==> src/rtl/avt_pkg.sv <==
// Shared types and constants for the affine vector transform.
package avt_pkg;

  localparam int unsigned NumRegs   = 6;
  localparam int unsigned RegIdxW   = 3;
  localparam int unsigned AddrW     = 6;
  localparam int unsigned DataW     = 64;
  localparam int unsigned CoordW    = 32;
  localparam int unsigned FracW     = 16;
  localparam int unsigned VecW      = CoordW + 1;
  localparam int unsigned ProdW     = VecW + CoordW;
  localparam int unsigned SumW      = ProdW + 2;
  localparam int unsigned ShiftW    = SumW - FracW;

  typedef enum logic [1:0] {
    ACT_POINT     = 2'd0,
    ACT_DIR       = 2'd1,
    ACT_INV_POINT = 2'd2,
    ACT_INV_DIR   = 2'd3
  } action_e;

  typedef enum logic [RegIdxW-1:0] {
    REG_ROW_X_FIRST  = 3'd0,
    REG_ROW_X_SECOND = 3'd1,
    REG_ROW_Y_FIRST  = 3'd2,
    REG_ROW_Y_SECOND = 3'd3,
    REG_ROW_Z_FIRST  = 3'd4,
    REG_ROW_Z_SECOND = 3'd5
  } reg_idx_e;

  localparam logic [DataW-1:0] RstRowXFirst  = 64'h0000_0000_0001_0000;
  localparam logic [DataW-1:0] RstRowXSecond = 64'h0;
  localparam logic [DataW-1:0] RstRowYFirst  = 64'h0001_0000_0000_0000;
  localparam logic [DataW-1:0] RstRowYSecond = 64'h0;
  localparam logic [DataW-1:0] RstRowZFirst  = 64'h0;
  localparam logic [DataW-1:0] RstRowZSecond = 64'h0000_0000_0001_0000;

  typedef struct packed {
    logic [2:0][2:0][CoordW-1:0] coef;   // [row][col]
    logic [2:0][CoordW-1:0]      trans;
  } xform_t;

  typedef struct packed {
    logic valid;
    logic add_trans;
  } stg_ctrl_t;

  typedef logic [2:0][2:0][ProdW-1:0] prod_mat_t;

endpackage

==> src/rtl/avt_regs.sv <==
// APB configuration registers holding the linear part and translation.
module avt_regs
  import avt_pkg::*;
(
  input  logic             clk_i,
  input  logic             rst_ni,
  input  logic             psel,
  input  logic             penable,
  input  logic             pwrite,
  input  logic [AddrW-1:0] paddr,
  input  logic [DataW-1:0] pwdata,
  output logic [DataW-1:0] prdata,
  output logic             pready,
  output xform_t           xform_o
);

  logic [NumRegs-1:0][DataW-1:0] rows_q;
  logic [RegIdxW-1:0]            idx;
  logic                          wr_en;

  assign idx    = paddr[AddrW-1:AddrW-RegIdxW];
  assign wr_en  = psel & penable & pwrite;
  assign pready = 1'b1;

  always_ff @(posedge clk_i or negedge rst_ni) begin
    if (!rst_ni) begin
      rows_q[REG_ROW_X_FIRST]  <= RstRowXFirst;
      rows_q[REG_ROW_X_SECOND] <= RstRowXSecond;
      rows_q[REG_ROW_Y_FIRST]  <= RstRowYFirst;
      rows_q[REG_ROW_Y_SECOND] <= RstRowYSecond;
      rows_q[REG_ROW_Z_FIRST]  <= RstRowZFirst;
      rows_q[REG_ROW_Z_SECOND] <= RstRowZSecond;
    end else if (wr_en) begin
      unique case (idx)
        REG_ROW_X_FIRST:  rows_q[REG_ROW_X_FIRST]  <= pwdata;
        REG_ROW_X_SECOND: rows_q[REG_ROW_X_SECOND] <= pwdata;
        REG_ROW_Y_FIRST:  rows_q[REG_ROW_Y_FIRST]  <= pwdata;
        REG_ROW_Y_SECOND: rows_q[REG_ROW_Y_SECOND] <= pwdata;
        REG_ROW_Z_FIRST:  rows_q[REG_ROW_Z_FIRST]  <= pwdata;
        REG_ROW_Z_SECOND: rows_q[REG_ROW_Z_SECOND] <= pwdata;
        default: ;
      endcase
    end
  end

  always_comb begin
    unique case (idx)
      REG_ROW_X_FIRST:  prdata = rows_q[REG_ROW_X_FIRST];
      REG_ROW_X_SECOND: prdata = rows_q[REG_ROW_X_SECOND];
      REG_ROW_Y_FIRST:  prdata = rows_q[REG_ROW_Y_FIRST];
      REG_ROW_Y_SECOND: prdata = rows_q[REG_ROW_Y_SECOND];
      REG_ROW_Z_FIRST:  prdata = rows_q[REG_ROW_Z_FIRST];
      REG_ROW_Z_SECOND: prdata = rows_q[REG_ROW_Z_SECOND];
      default:          prdata = '0;
    endcase
  end

  always_comb begin
    for (int r = 0; r < 3; r++) begin
      xform_o.coef[r][0] = rows_q[2*r][CoordW-1:0];
      xform_o.coef[r][1] = rows_q[2*r][DataW-1:CoordW];
      xform_o.coef[r][2] = rows_q[2*r+1][CoordW-1:0];
      xform_o.trans[r]   = rows_q[2*r+1][DataW-1:CoordW];
    end
  end

endmodule

==> config.mk <==
export PLATFORM = sky130hd
export DESIGN_NAME = avt_regs
export DESIGN_NICKNAME = d
export VERILOG_FILES = /design/src/rtl/avt_pkg.sv /design/src/rtl/avt_regs.sv
export SDC_FILE = /design/constraint.sdc
export NUM_CORES = 1
export LEC_CHECK = 0
export ABC_CLOCK_PERIOD_IN_PS = 3800
export BUFFER_PORTS_ARGS = -buffer_cell sky130_fd_sc_hd__buf_2
export CORE_AREA = 3 3 204 206
export CTS_BUF_LIST = sky130_fd_sc_hd__clkbuf_4
export DETAILED_ROUTE_END_ITERATION = 6
export DIE_AREA = 0 0 207 209
export GPL_TIMING_DRIVEN = 0
export HOLD_SLACK_MARGIN = 0.08
export PLACE_DENSITY_LB_ADDON = 0.2
export RECOVER_POWER = 25
export SYNTH_ARGS = -nofsm -noshare
export SYNTH_HDL_FRONTEND = slang
export SYNTH_SLANG_ARGS = --single-unit
==> constraint.sdc <==
create_clock -name clk_i -period 3.8 [get_ports clk_i]
set_input_delay 0.38 -clock clk_i [delete_from_list [all_inputs] [get_ports clk_i]]
set_output_delay 0.38 -clock clk_i [all_outputs]
set_load 0.05 [all_outputs]
==> results.sh <==
export IMPL_drive_above_1_share=0.585
export IMPL_synth_area_sq_um=17400
export IMPL_vdd_drop_max_v=0.000406
export IMPL_power_per_cell_area_nw_per_um2=684
export IMPL_tightestPinTransition_ps=2230
export IMPL_synth_async_sr_flop_share=1.00
export IMPL_synth_edf_count=0
export IMPL_rows=73
export IMPL_slew_headroom=-0.488
export IMPL_synth_largest_area_cell="dfrtp_1"
export IMPL_n_fill_cell=3523
export IMPL_yosys_most_used_dff="dfrtp_1"
export IMPL_drv_slew=294
export IMPL_required_ps=3420
export IMPL_violations="max-capacitance violations, max-slew violations"
export IMPL_port_buffers=516
export IMPL_die_x_um=207
export IMPL_regArea_sq_um=9610
export IMPL_dp_hpwl_mm=45.6
export IMPL_start_util=0.436
export IMPL_fin_skew_ps=0
export IMPL_status="complete, but fails checks"
export IMPL_p_clk_frac=0.238
export IMPL_route_detailed_drc=0
export IMPL_dp_cells=2263
export IMPL_ys_seq_elements=384
export IMPL_clk_path_buf_depth=3
export IMPL_start_kind="input port"
export IMPL_final_area_sq_um=22500
export IMPL_yosysWarnings=0
export IMPL_num_vias=13747
export IMPL_grt_ovfl_total=0
export IMPL_fin_total_pwr_mw=15.4
export IMPL_pin_count=524
export IMPL_ant_nets=0
export IMPL_crit_type="input port to output pin"
export IMPL_hold_viol=0
export IMPL_ys_seq_area_frac=0.553
export IMPL_viasPerCell=5.49
export IMPL_cp_max_fo=10
export IMPL_root_buffer="clkbuf_4"
export IMPL_p_int_mw=8.45
export IMPL_synthesis_nets=1294
export IMPL_grt_pass1_vias=14310
export IMPL_min_path_cells=3
export IMPL_synth_compound_area_share=0.0447
export IMPL_synthAdderAreaFrac=0
export IMPL_path_depth=6
export IMPL_yosys_top_cells_count="428 x mux2_2, 381 x dfrtp_1, 100 x mux2i_1, 57 x buf_2"
export IMPL_rsz0062_at_grt="no"
export IMPL_wirelength_mm=65.3
export IMPL_antenna_found_initial=4
export IMPL_path_delay_family="buffers and inverters"
export IMPL_clock_latency_ps=810
export IMPL_setup_viol=0
export IMPL_cts_tree="built"
export IMPL_grt_max_degree=120
export IMPL_p_sw_frac=0.451
export IMPL_path_cells="clkbuf_1, clkbuf_1, clkbuf_1, a22oi_1, o22ai_1, buf_2"
export IMPL_hold_path_class="input port to flop"
export IMPL_path_buf_inv=4
export IMPL_syn_area_per_cell_sq_um=14.3
export IMPL_p_leak_nw=11.5
export IMPL_net_switching_power_mw=6.95
export IMPL_final_nets=1982
export IMPL_synth_top_area_frac=0.549
export IMPL_timing_final_ws_setup_ps=541
export IMPL_cts_sink_count=384
export IMPL_area_growth_pct=29.6
export IMPL_cts_resized=0
export IMPL_end_kind="output pin"
export IMPL_synth_mux_area_frac=0.349
export IMPL_drt_initial_drc_count=812
export IMPL_max_freq_ghz=0.307
export IMPL_die_area_sq_um=43300
export IMPL_detail_route_wl_per_cell_um=26.1
export IMPL_synth_simple_area_share=0.0287
export IMPL_core_area_sq_um=39800
export IMPL_gp_congestion=0.845
export IMPL_synth_xor_area_frac=0
export IMPL_worstPathArrival_ps=2880
export IMPL_largest_reg_flops=384
export IMPL_fin_cells=2503
export IMPL_post_dp_cell_area_sq_um=20700
export IMPL_grt_pass1_wl_mm=95.6
export IMPL_die_y_um=209
export IMPL_yosysMostFrequentCell="mux2_2"
export IMPL_clk_pin_slew_ps=60
export IMPL_fin_crit_ps=3260
export IMPL_synth_top_family_by_area="multiplexers"
export IMPL_cts_max_level=3
export IMPL_finalCritPeriodShare=0.858
export IMPL_comb_power_share=0.404
export IMPL_netlist_top_cells_area="dfrtp_1 55%, mux2_2 28%, mux2i_1 5.8%, o221ai_1 1.9%, buf_2 1.6%"
export IMPL_cts_buffers=100
export IMPL_pwr_share_seq=0.358
export IMPL_multiInputGateArea_sq_um=7270
export IMPL_crit_top_cell="clkbuf_1"
export IMPL_critical_path_max_stage_delay_ps=750
export IMPL_synthCells=1219
export IMPL_cts_setup_buffers=0
export IMPL_dp_worst_setup_slack_ps=551
export IMPL_rr_worst_depth=1
export IMPL_ys_types=28
export IMPL_grt_usage=0.294
export IMPL_drt_pass1_iterations=5
export IMPL_cap_violations=5
export IMPL_hold_slack_ps=339
export IMPL_cp_slowest_cell="clkbuf_1"
## stage by stage
stage / utilization / TNS, ps
2_1_floorplan: - / 0
3_5_place_dp: 0.520 / 0
3_3_place_gp: 0.518 / -2028010
5_1_grt: 0.565 / 0
4_1_cts: 0.569 / 0
6_report: 0.565 / 0
## power groups by stage
stage                     clock network, mW  registers (mW)  logic, mW
after floorplan                           0            8.31       1.67
after global placement                    0            5.53       6.14
after detailed placement                  0            5.58       6.18
after CTS                              3.73            5.51       6.25
after global routing                   3.97            5.63       6.43
final                                  3.66            5.52       6.21
## cell type report
type | count | share of cell area
antenna | 7 | 0.000778
clock buffer | 147 | 0.0490
multi-input combinational | 745 | 0.323
buffer | 89 | 0.0178
sequential | 384 | 0.427
clock inverter | 19 | 0.00700
inverter | 1 | 0.000167
timing repair buffer | 586 | 0.146
tap | 525 | 0.0292
## placed cells by master (no fill, tap or decap)
cell / count
a22oi_1: 14
mux2_2: 427
bufinv_16: 3
nand4b_1: 1
dfrtp_1: 381
buf_4: 1
mux2_1: 23
clkinv_1: 12
buf_2: 565
a221o_1: 12
clkbuf_4: 149
nor3b_1: 14
dlygate4sd3_1: 66
nor2b_1: 1
buf_1: 12
nor3_1: 2
mux2i_1: 100
or2_2: 1
conb_1: 1
nor2_1: 18
dfstp_2: 3
inv_1: 1
diode_2: 7
a21oi_1: 14
o221ai_1: 38
nand3_1: 12
buf_16: 1
nand2b_1: 2
o22ai_1: 14
o21ai_0: 12
clkbuf_1: 28
nand2_1: 38
clkinvlp_4: 2
inv_2: 2
nand4_1: 1
## cells by family (layout without fill, tap and decap cells)
family          Yosys count  in the layout
mux                     550            550
flops                   384            384
compound gates          104            104
simple gates             90             90
buf+inv                  90            842
other cells               1              8
## tightest hold or removal path, cell delays in order
cell and delay [ps]:
buf_2 130, nor3_1 290, mux2_2 320
## final timing paths
path | from | end | slack (ps)
worst max-delay path | paddr[4] | prdata[38] | 540
worst min-delay path | paddr[5] | xform_o[146]$_DFFE_PN0P_ | 340
worst max register to register | xform_o[369]$_DFFE_PN0P_ | xform_o[369]$_DFFE_PN0P_ | 2970
worst min register to register | xform_o[74]$_DFFE_PN0P_ | xform_o[74]$_DFFE_PN0P_ | 510
max in group asynchronous | rst_ni | xform_o[67]$_DFFE_PN0P_ | 820
min in group asynchronous | rst_ni | xform_o[189]$_DFFE_PN0P_ | 1470
## routing by layer
layer	up-vias	share of wire	GRT usage
li1	5953	-	-
met4	0	0.032	0.100
met1	7080	0.41	0.376
met2	577	0.48	0.476
met3	137	0.074	0.0920
met5	-	0	0
## repair_timing
action,4_1_cts,5_1_grt
endpoints found under the setup margin,0,0
hold buffers,67,0
endpoints found under the hold margin,651,0
Power figures use the tool's default switching activity.
