**config.mk**
```make
export PLATFORM = sky130hd
export DESIGN_NAME = avt_sat
export DESIGN_NICKNAME = d
export VERILOG_FILES = /design/src/rtl/avt_pkg.sv /design/src/rtl/avt_sat.sv
export SDC_FILE = /design/constraint.sdc
export NUM_CORES = 1
export LEC_CHECK = 0
export ABC_AREA = 1
export BUFFER_PORTS_ARGS = -buffer_cell sky130_fd_sc_hd__buf_2
export CORE_AREA = 4 4 305 307
export DETAILED_ROUTE_END_ITERATION = 8
export DIE_AREA = 0 0 309 311
export SYNTH_ARGS = -nofsm -noshare
export SYNTH_HDL_FRONTEND = slang
export SYNTH_SLANG_ARGS = --single-unit
```
**constraint.sdc**
```tcl
create_clock -name clk_i -period 0.85 [get_ports clk_i]
set_input_delay 0.085 -clock clk_i [delete_from_list [all_inputs] [get_ports clk_i]]
set_output_delay 0.085 -clock clk_i [all_outputs]
set_load 0.005 [all_outputs]
```
**src/rtl/avt_pkg.sv**
```systemverilog
// Shared types and constants for the affine vector transform.
package avt_pkg;

  localparam int unsigned NumRegs   = 6;
  localparam int unsigned RegIdxW   = 3;
  localparam int unsigned AddrW     = 6;
  localparam int unsigned DataW     = 64;
  localparam int unsigned CoordW    = 32;
  localparam int unsigned FracW     = 16;
  localparam int unsigned VecW      = CoordW + 1;
  localparam int unsigned ProdW     = VecW + CoordW;
  localparam int unsigned SumW      = ProdW + 2;
  localparam int unsigned ShiftW    = SumW - FracW;

  typedef enum logic [1:0] {
    ACT_POINT     = 2'd0,
    ACT_DIR       = 2'd1,
    ACT_INV_POINT = 2'd2,
    ACT_INV_DIR   = 2'd3
  } action_e;

  typedef enum logic [RegIdxW-1:0] {
    REG_ROW_X_FIRST  = 3'd0,
    REG_ROW_X_SECOND = 3'd1,
    REG_ROW_Y_FIRST  = 3'd2,
    REG_ROW_Y_SECOND = 3'd3,
    REG_ROW_Z_FIRST  = 3'd4,
    REG_ROW_Z_SECOND = 3'd5
  } reg_idx_e;

  localparam logic [DataW-1:0] RstRowXFirst  = 64'h0000_0000_0001_0000;
  localparam logic [DataW-1:0] RstRowXSecond = 64'h0;
  localparam logic [DataW-1:0] RstRowYFirst  = 64'h0001_0000_0000_0000;
  localparam logic [DataW-1:0] RstRowYSecond = 64'h0;
  localparam logic [DataW-1:0] RstRowZFirst  = 64'h0;
  localparam logic [DataW-1:0] RstRowZSecond = 64'h0000_0000_0001_0000;

  typedef struct packed {
    logic [2:0][2:0][CoordW-1:0] coef;   // [row][col]
    logic [2:0][CoordW-1:0]      trans;
  } xform_t;

  typedef struct packed {
    logic valid;
    logic add_trans;
  } stg_ctrl_t;

  typedef logic [2:0][2:0][ProdW-1:0] prod_mat_t;

endpackage

```
**src/rtl/avt_sat.sv**
```systemverilog
// Row sums, translation add, floor shift and saturation into result register.
module avt_sat
  import avt_pkg::*;
(
  input  logic                   clk_i,
  input  logic                   rst_ni,
  input  stg_ctrl_t              ctrl_i,
  input  prod_mat_t              prod_i,
  input  logic [2:0][CoordW-1:0] trans_i,
  output logic                   valid_o,
  output logic [2:0][CoordW-1:0] out_o,
  output logic                   overflow_o
);

  logic [2:0][SumW-1:0]   sum;
  logic [2:0][ShiftW-1:0] shr;
  logic [2:0][CoordW-1:0] res_d, res_q;
  logic [2:0]             sat;
  logic                   valid_q, ovf_q;

  always_comb begin
    for (int r = 0; r < 3; r++) begin
      sum[r] = {{2{prod_i[r][0][ProdW-1]}}, prod_i[r][0]}
             + {{2{prod_i[r][1][ProdW-1]}}, prod_i[r][1]}
             + {{2{prod_i[r][2][ProdW-1]}}, prod_i[r][2]};
      if (ctrl_i.add_trans) begin
        sum[r] = sum[r]
               + {{(SumW-CoordW-FracW){trans_i[r][CoordW-1]}}, trans_i[r], {FracW{1'b0}}};
      end
      shr[r] = sum[r][SumW-1:FracW];
      sat[r] = (shr[r][ShiftW-1:CoordW-1] != {(ShiftW-CoordW+1){1'b0}})
            && (shr[r][ShiftW-1:CoordW-1] != {(ShiftW-CoordW+1){1'b1}});
      if (!sat[r]) begin
        res_d[r] = shr[r][CoordW-1:0];
      end else if (shr[r][ShiftW-1]) begin
        res_d[r] = {1'b1, {(CoordW-1){1'b0}}};
      end else begin
        res_d[r] = {1'b0, {(CoordW-1){1'b1}}};
      end
    end
  end

  always_ff @(posedge clk_i or negedge rst_ni) begin
    if (!rst_ni) begin
      valid_q <= 1'b0;
    end else begin
      valid_q <= ctrl_i.valid;
    end
  end

  always_ff @(posedge clk_i) begin
    res_q <= res_d;
    ovf_q <= |sat;
  end

  assign valid_o    = valid_q;
  assign out_o      = res_q;
  assign overflow_o = ovf_q;

endmodule

```
==> results of run 1 <==
[cells in the mapped netlist, drive strengths merged]
| cell | n |
|---|---|
| nand2 | 2705 |
| inv | 1168 |
| nor2 | 623 |
| a21oi | 444 |
| nand3 | 432 |
| ha | 345 |
| o21ai | 262 |
| fa | 195 |
| dfxtp | 97 |
| xor2 | 90 |
| xnor2 | 89 |
| nand4 | 71 |
| o21bai | 67 |
| nor3 | 64 |
| buf | 39 |
| a31oi | 27 |
| nand3b | 19 |
| clkbuf | 18 |
| nor4 | 16 |
| and3 | 15 |
| a21o | 13 |
| and2 | 13 |
| o21a | 12 |
| a211oi | 3 |
| a31o | 3 |
| clkinv | 3 |
| a21boi | 2 |
| nand2b | 2 |
| o211ai | 2 |
| o31ai | 2 |
| or2 | 2 |
| a221oi | 1 |
| a41oi | 1 |
| dfrtp | 1 |
| nor3b | 1 |
[power groups by stage]
stage,sequential (µW),clock [µW],combinational (µW)
CTS,7780,4910,132000
floorplan,7990,0,61600
global route,8210,5030,153000
detailed placement,7700,0,122000
finish,8010,4890,143000
global placement,7690,0,121000
[final timing paths]
| path | to | cells past startpoint |
|---|---|---|
| worst max-delay path | out_o[85] | 37 |
| worst min-delay path | out_o[0] | 6 |
| max in group asynchronous | valid_o | 3 |
| min in group asynchronous | valid_o | 3 |
[worst max-delay path, delay by kind of cell]
kind	cells	cell delay, ns
adders and majority gates	3	1.18
buffers and inverters	6	0.63
and+or+nand+nor	28	3.16
[cell type report]
type                            count  area [µm²]
Sequential cell                    98        2018
Clock buffer                        9       225.2
Tap cell                         1176        1471
Multi-Input combinational cell   5522       36250
Clock inverter                      7       93.84
Inverter                         1171        4443
Timing Repair Buffer             2205       15370
Fill cell                        8567       30130
Antenna cell                        4       10.01
[per-stage QoR]
stage | total power (µW) | cell area [µm²] | hold WS [ns] | util [%]
3_5_place_dp | 129600 | 53880 | -0.1398 | 59.86
2_1_floorplan | 69590 | 38740 | -0.2106 | -
5_1_grt | 166600 | 59870 | 0.1560 | 66.52
6_report | 155800 | 59880 | 0.1210 | 66.52
3_3_place_gp | 128800 | 53880 | -0.1399 | 59.86
4_1_cts | 144600 | 57360 | 0.1095 | 63.73
[layer usage]
layer / routed length [µm] / vias up
li1: - / 25780
met1: 81100 / 24100
met2: 85040 / 2151
met3: 15620 / 333
met4: 7456 / 2
met5: 10 / -
[sequential cells by signal, summed over array words and instances (netlist names)]
signal and cells:
valid_o 1, overflow_o 1, out_o 96
[repair_timing]
item | 4_1_cts | 5_1_grt
gates resized for setup | 594 | 504
pin swaps | 128 | 99
buffers inserted | 62 | 22
gates cloned | 6 | 5
endpoints found under the hold margin | 2 | 0
setup endpoints to repair | 195 | 195
hold buffers | 3 | 0
[kinds of logic (layout without fill, tap and decap cells)]
group	Yosys count	after routing	synth area share (%)
buffers and inverters	1228	3392	12.73
adders and majority gates	540	540	22.02
DFF	98	98	5.268
xor gates and xnor gates	179	179	4.199
other	0	4	0
and+or+nand+nor	3963	3964	43.69
AOI/OAI and AO/OA	839	839	12.09
==> flow_summary.yaml, run 1 <==
run_status:
  outcome: "finished with violations"
  failing_checks: "setup timing"
placement:
  place.port_buffers: 782
  globalplace.congestion: 1.054
  dpl.cell_count: 10080
  dp_hpwl_um: 163700
  post_place_setup_slack_ns: -4.532
power:
  power_density_nw_per_um2: 2601
  pwr-share-comb_pct: 91.7
  proportion_of_power_drawn_by_the_clock_network_pct: 3.1
  leakage_uw: 0.03264
  share_seq_of_total_power_pct: 5.1
  swShare_pct: 52.85
  power_report.internal_total_uw: 73450
  maximum_vdd_drop_uv: 1534
  p_sw_uw: 82330
critical_path:
  worst-setup-path-type: "in2reg"
  slowest_stage: "sky130_fd_sc_hd__fa_1"
  worstPathRequired_ns: 1.15
  critPathLaunch: "prod_i[535]"
  critical_path_peak_fanout: 8
  type_of_element_capturing_the_critical_path: "flop"
  timing.critical_path.from_type: "input port"
  crit_path_frequent_cell: "sky130_fd_sc_hd__nand2_1"
  worst-endpoint-arrival_ns: 5.08
  worst_path_largest_cell_delay_ns: 0.54
die:
  die_outline_area_um2: 96100
  die_h_um: 311
  coreArea_um2: 90010
  core.rowCount: 110
  initial_utilization_pct: 41.48
  boundaryPins: 783
  die_width_um: 309
timing:
  max_frequency_ghz: 0.2091
  finalSetupViolations: 195
  slew_headroom_pct: 50.86
  min_period_over_period_pct: 562.6
  timing.setup.tns_ns: -376.64
  final_hold_viol_count: 0
  final_max_slew_viol_count: 0
  max_slew.worst_pin.slew_ns: 0.7371
  grt_setup_unrepaired: "yes"
  period_needed_ns: 4.782
  final.setup.worst_slack_ns: -3.932
clock_network:
  numCtsBuffers: 9
  htree_levels: 3
  cts.clk_slew.worst_paths_ns: 0.09
  tritoncts_clock_tree: "done"
  clockBufferDepth: 2
  numClockSinks: 98
  cts-root-buf: "sky130_fd_sc_hd__clkbuf_16"
routing:
  antenna_violating_nets_post_route: 0
  wirelength_um: 189200
  detail_route.vias_per_cell: 5.138
  detailroute.via_count: 52370
  first_pass_iters: 7
  wire_per_inst_um: 18.57
  remaining_drc_errors: 0
  drtIter0Drc: 4714
finish:
  finalNonFillerCells: 10190
  layout.cells.most_common: "sky130_fd_sc_hd__nand2_1"
  area_delta_synth_final_pct: 60.37
  finalNetCount: 10230
  post_route_cells_drive_above_1_share_pct: 37.83
  most_used_cells_in_the_layout_excluding_fill_and_tap_cells: "2378 x sky130_fd_sc_hd__nand2_1, 1366 x sky130_fd_sc_hd__buf_4, 1106 x sky130_fd_sc_hd__inv_1"
global_route:
  use_met2_pct: 60.99
  top_usage_layer: "met2"
  track_usage_pct: 36.89
  maximum_number_of_pins_on_one_net_before_global_route_repair: 60
  antenna_found_initial: 6
  grt_remaining_overflow: 0
  grt_first_pass_wirelength_um: 276800
  groute.layer.met3.usage_pct: 5.200
  grt_pass1_vias: 49870
  gr-usage-met1_pct: 49.48
synth:
  yosys-top-cells-area: "sky130_fd_sc_hd__nand2_1 27%, sky130_fd_sc_hd__inv_1 12%, sky130_fd_sc_hd__ha_1 12%"
  synth_top_cell_area_share_pct: 26.89
  netlist-cell-type-count: 58
  synthesized_area_divided_by_synthesized_cell_count_um2: 5.453
  synth.yosys.warnings: 0
  netlist_area_um2: 37340
  ys_ff_latch: 98
  synthCells: 6847
  synth-seq-area-share_pct: 5.268
  yosysTopAreaCell: "sky130_fd_sc_hd__nand2_1"
  synthesis.nets: 8072
min_path:
  holdCritPathClass: "in2reg"
  worst_hold_startpoint: "trans_i[0]"
job:
  max-cap-violations: 0
Note: power is estimated with default switching activity, not from simulation.
==> inputs of run 2 (changes only) <==
ABC_AREA = 0   (was 1)
CORE_AREA = 4 4 306 308   (was 4 4 305 307)
DIE_AREA = 0 0 310 312   (was 0 0 309 311)
SETUP_SLACK_MARGIN = 0.02   (was unset)
==> flow_summary.yaml, run 2 <==
synth:
  synth.yosys.warnings: 0
  synthesized_area_divided_by_synthesized_cell_count_um2: 7.424
  yosys-top-cells-area: "sky130_fd_sc_hd__ha_1 14%, sky130_fd_sc_hd__fa_1 13%, sky130_fd_sc_hd__a21oi_1 7.0%"
  synth_commonest_cells: "436 x sky130_fd_sc_hd__nand2_1, 427 x sky130_fd_sc_hd__a21oi_1, 345 x sky130_fd_sc_hd__ha_1, 285 x sky130_fd_sc_hd__nor2_1, 283 x sky130_fd_sc_hd__o21ai_0"
  synth-async-reset-ratio_pct: 1.020
  ys_ff_latch: 98
  synth_enable_flop_cells: 0
  synth-seq-area-share_pct: 6.469
  yosysTopAreaCell: "sky130_fd_sc_hd__ha_1"
  netlist_area_um2: 30400
  synthCells: 4095
  netlist-cell-type-count: 109
  synth_top_cell_area_share_pct: 14.20
  post-synth-top-count-cell: "sky130_fd_sc_hd__nand2_1"
  postSynth.topFlopCell: "sky130_fd_sc_hd__dfxtp_1"
  synthesis.nets: 5320
critical_path:
  slowest_stage: "sky130_fd_sc_hd__or4b_4"
  path_delay_family: "compound AO/OA/AOI/OAI gates"
  worst-setup-path-type: "in2reg"
  worstPathRequired_ns: 1.13
  type_of_element_capturing_the_critical_path: "flop"
  path_buf_inv: 9
  worst_path_largest_cell_delay_ns: 0.62
  worst-endpoint-arrival_ns: 6.66
  crit_path_frequent_cell: "sky130_fd_sc_hd__buf_4"
  timing.critical_path.from_type: "input port"
  critical_path_peak_fanout: 7
min_path:
  holdCritPathClass: "in2reg"
die:
  initial_utilization_pct: 33.37
  coreArea_um2: 91110
  die_outline_area_um2: 96720
  boundaryPins: 783
  core.rowCount: 111
  die_width_um: 310
  die_h_um: 312
global_route:
  grt_remaining_overflow: 0
  grt_first_pass_wirelength_um: 211100
  antenna_found_initial: 10
  maximum_number_of_pins_on_one_net_before_global_route_repair: 65
  track_usage_pct: 27.19
  grt_pass1_vias: 39420
timing:
  final_hold_viol_count: 0
  finalSetupViolations: 195
  max_frequency_ghz: 0.1569
  period_needed_ns: 6.372
  final_max_slew_viol_count: 0
  final.hold.worst_slack_ns: 0.1400
  slew_headroom_pct: 39.57
  grt_setup_unrepaired: "yes"
  min_period_over_period_pct: 749.7
  timing.setup.tns_ns: -527.51
  max_slew.worst_pin.slew_ns: 0.8836
  final.setup.worst_slack_ns: -5.522
power:
  maximum_vdd_drop_uv: 1228
  share_seq_of_total_power_pct: 6.2
  proportion_of_power_drawn_by_the_clock_network_pct: 3.2
  leakage_uw: 0.02418
  power_uw: 143200
  swShare_pct: 47.72
  p_sw_uw: 68350
  power_report.internal_total_uw: 74870
  pwr-share-comb_pct: 90.6
  power_density_nw_per_um2: 2803
job:
  max-cap-violations: 0
routing:
  drtIter0Drc: 2434
  detail_route.vias_per_cell: 5.369
  remaining_drc_errors: 0
  first_pass_iters: 6
  wire_per_inst_um: 18.78
  detailroute.via_count: 40080
  wirelength_um: 140200
  antenna_violating_nets_post_route: 0
finish:
  finalNetCount: 7490
  area_delta_synth_final_pct: 68.06
  most_used_cells_in_the_layout_excluding_fill_and_tap_cells: "1489 x sky130_fd_sc_hd__buf_4, 724 x sky130_fd_sc_hd__buf_2, 413 x sky130_fd_sc_hd__nand2_1"
  fillCellCount: 8564
  post_route_cells_drive_above_1_share_pct: 47.77
  largest_reg_flops: 96
  multiInputGateArea_um2: 30050
  layout.cells.most_common: "sky130_fd_sc_hd__buf_4"
  layout.area.seq_um2: 2061
placement:
  place.port_buffers: 782
  globalplace.congestion: 1.020
  dp_hpwl_um: 118600
clock_network:
  htree_levels: 3
  numCtsBuffers: 9
  cts.clk_slew.worst_paths_ns: 0.08
  clockBufferDepth: 2
  tritoncts_clock_tree: "done"
  numClockSinks: 98
  cts-root-buf: "sky130_fd_sc_hd__clkbuf_16"
run_status:
  outcome: "finished with violations"
  failing_checks: "setup timing"
run 2: power groups by stage:
stage / combinational [µW] / sequential, µW / clock [µW]
after floorplan: 59300 / 8060 / 0
after global placement: 113000 / 8370 / 0
after detailed placement: 113000 / 8330 / 0
after CTS: 122000 / 8790 / 4750
after global routing: 140000 / 9000 / 4880
final: 130000 / 8870 / 4610
run 2: what timing repair did:
item	CTS	global route
hold endpoints to repair	2	0
endpoints found under the setup margin	195	195
gates resized for setup	425	268
pin swaps	178	183
hold buffers	3	0
setup buffers	67	43
cloned	8	0
run 2: layout make-up:
cell class,count,area share (%)
multi-input cells,3611,58.82
repair buffers,2332,32.00
flip-flops and latches,98,4.033
well taps,1186,2.904
inverters,213,1.604
clock buffers,9,0.4408
clock inverters,7,0.1543
diodes,9,0.04408
run 2: metrics by stage:
step | instances | worst slack (ns) | area (µm²) | util [%]
floorplan | 4095 | -5.291 | 31280 | -
global placement | 7323 | -6.373 | 46660 | 51.21
detailed placement | 7323 | -6.396 | 46660 | 51.21
CTS | 7416 | -5.615 | 49560 | 54.39
global route | 7461 | -5.800 | 51090 | 56.07
finish | 7465 | -5.522 | 51100 | 56.08
run 2: worst paths after layout:
kind | start | depth (start not counted) | to
min in group asynchronous | rst_ni | 3 | valid_o
setup / recovery | prod_i[399] | 33 | out_o[86]
hold / removal | trans_i[0] | 4 | out_o[0]
max in group asynchronous | rst_ni | 3 | valid_o
run 2: metal layers:
| metal | track usage [%] | up-vias | share of wire, % | wire length, µm |
|---|---|---|---|---|
| met5 | 0 | - | 0 | 0 |
| li1 | - | 19540 | - | - |
| met3 | 2.053 | 210 | 4.8 | 6702 |
| met2 | 48.06 | 1252 | 49 | 68530 |
| met1 | 35.52 | 19080 | 43 | 60740 |
| met4 | 7.419 | 0 | 3.0 | 4227 |
run 2: cell families (layout without fill, tap and decap cells):
kind of cell | after synthesis | after routing | synth area share [%]
AO/OA/AOI/OAI | 1419 | 1421 | 30.68
XOR/XNOR | 223 | 223 | 6.424
adder cells (fa/ha/maj) | 540 | 540 | 27.04
buffers and inverters | 390 | 2561 | 5.120
flip-flops | 98 | 98 | 6.469
multiplexers | 76 | 76 | 2.580
other | 0 | 9 | 0
AND/OR/NAND/NOR | 1349 | 1351 | 21.68
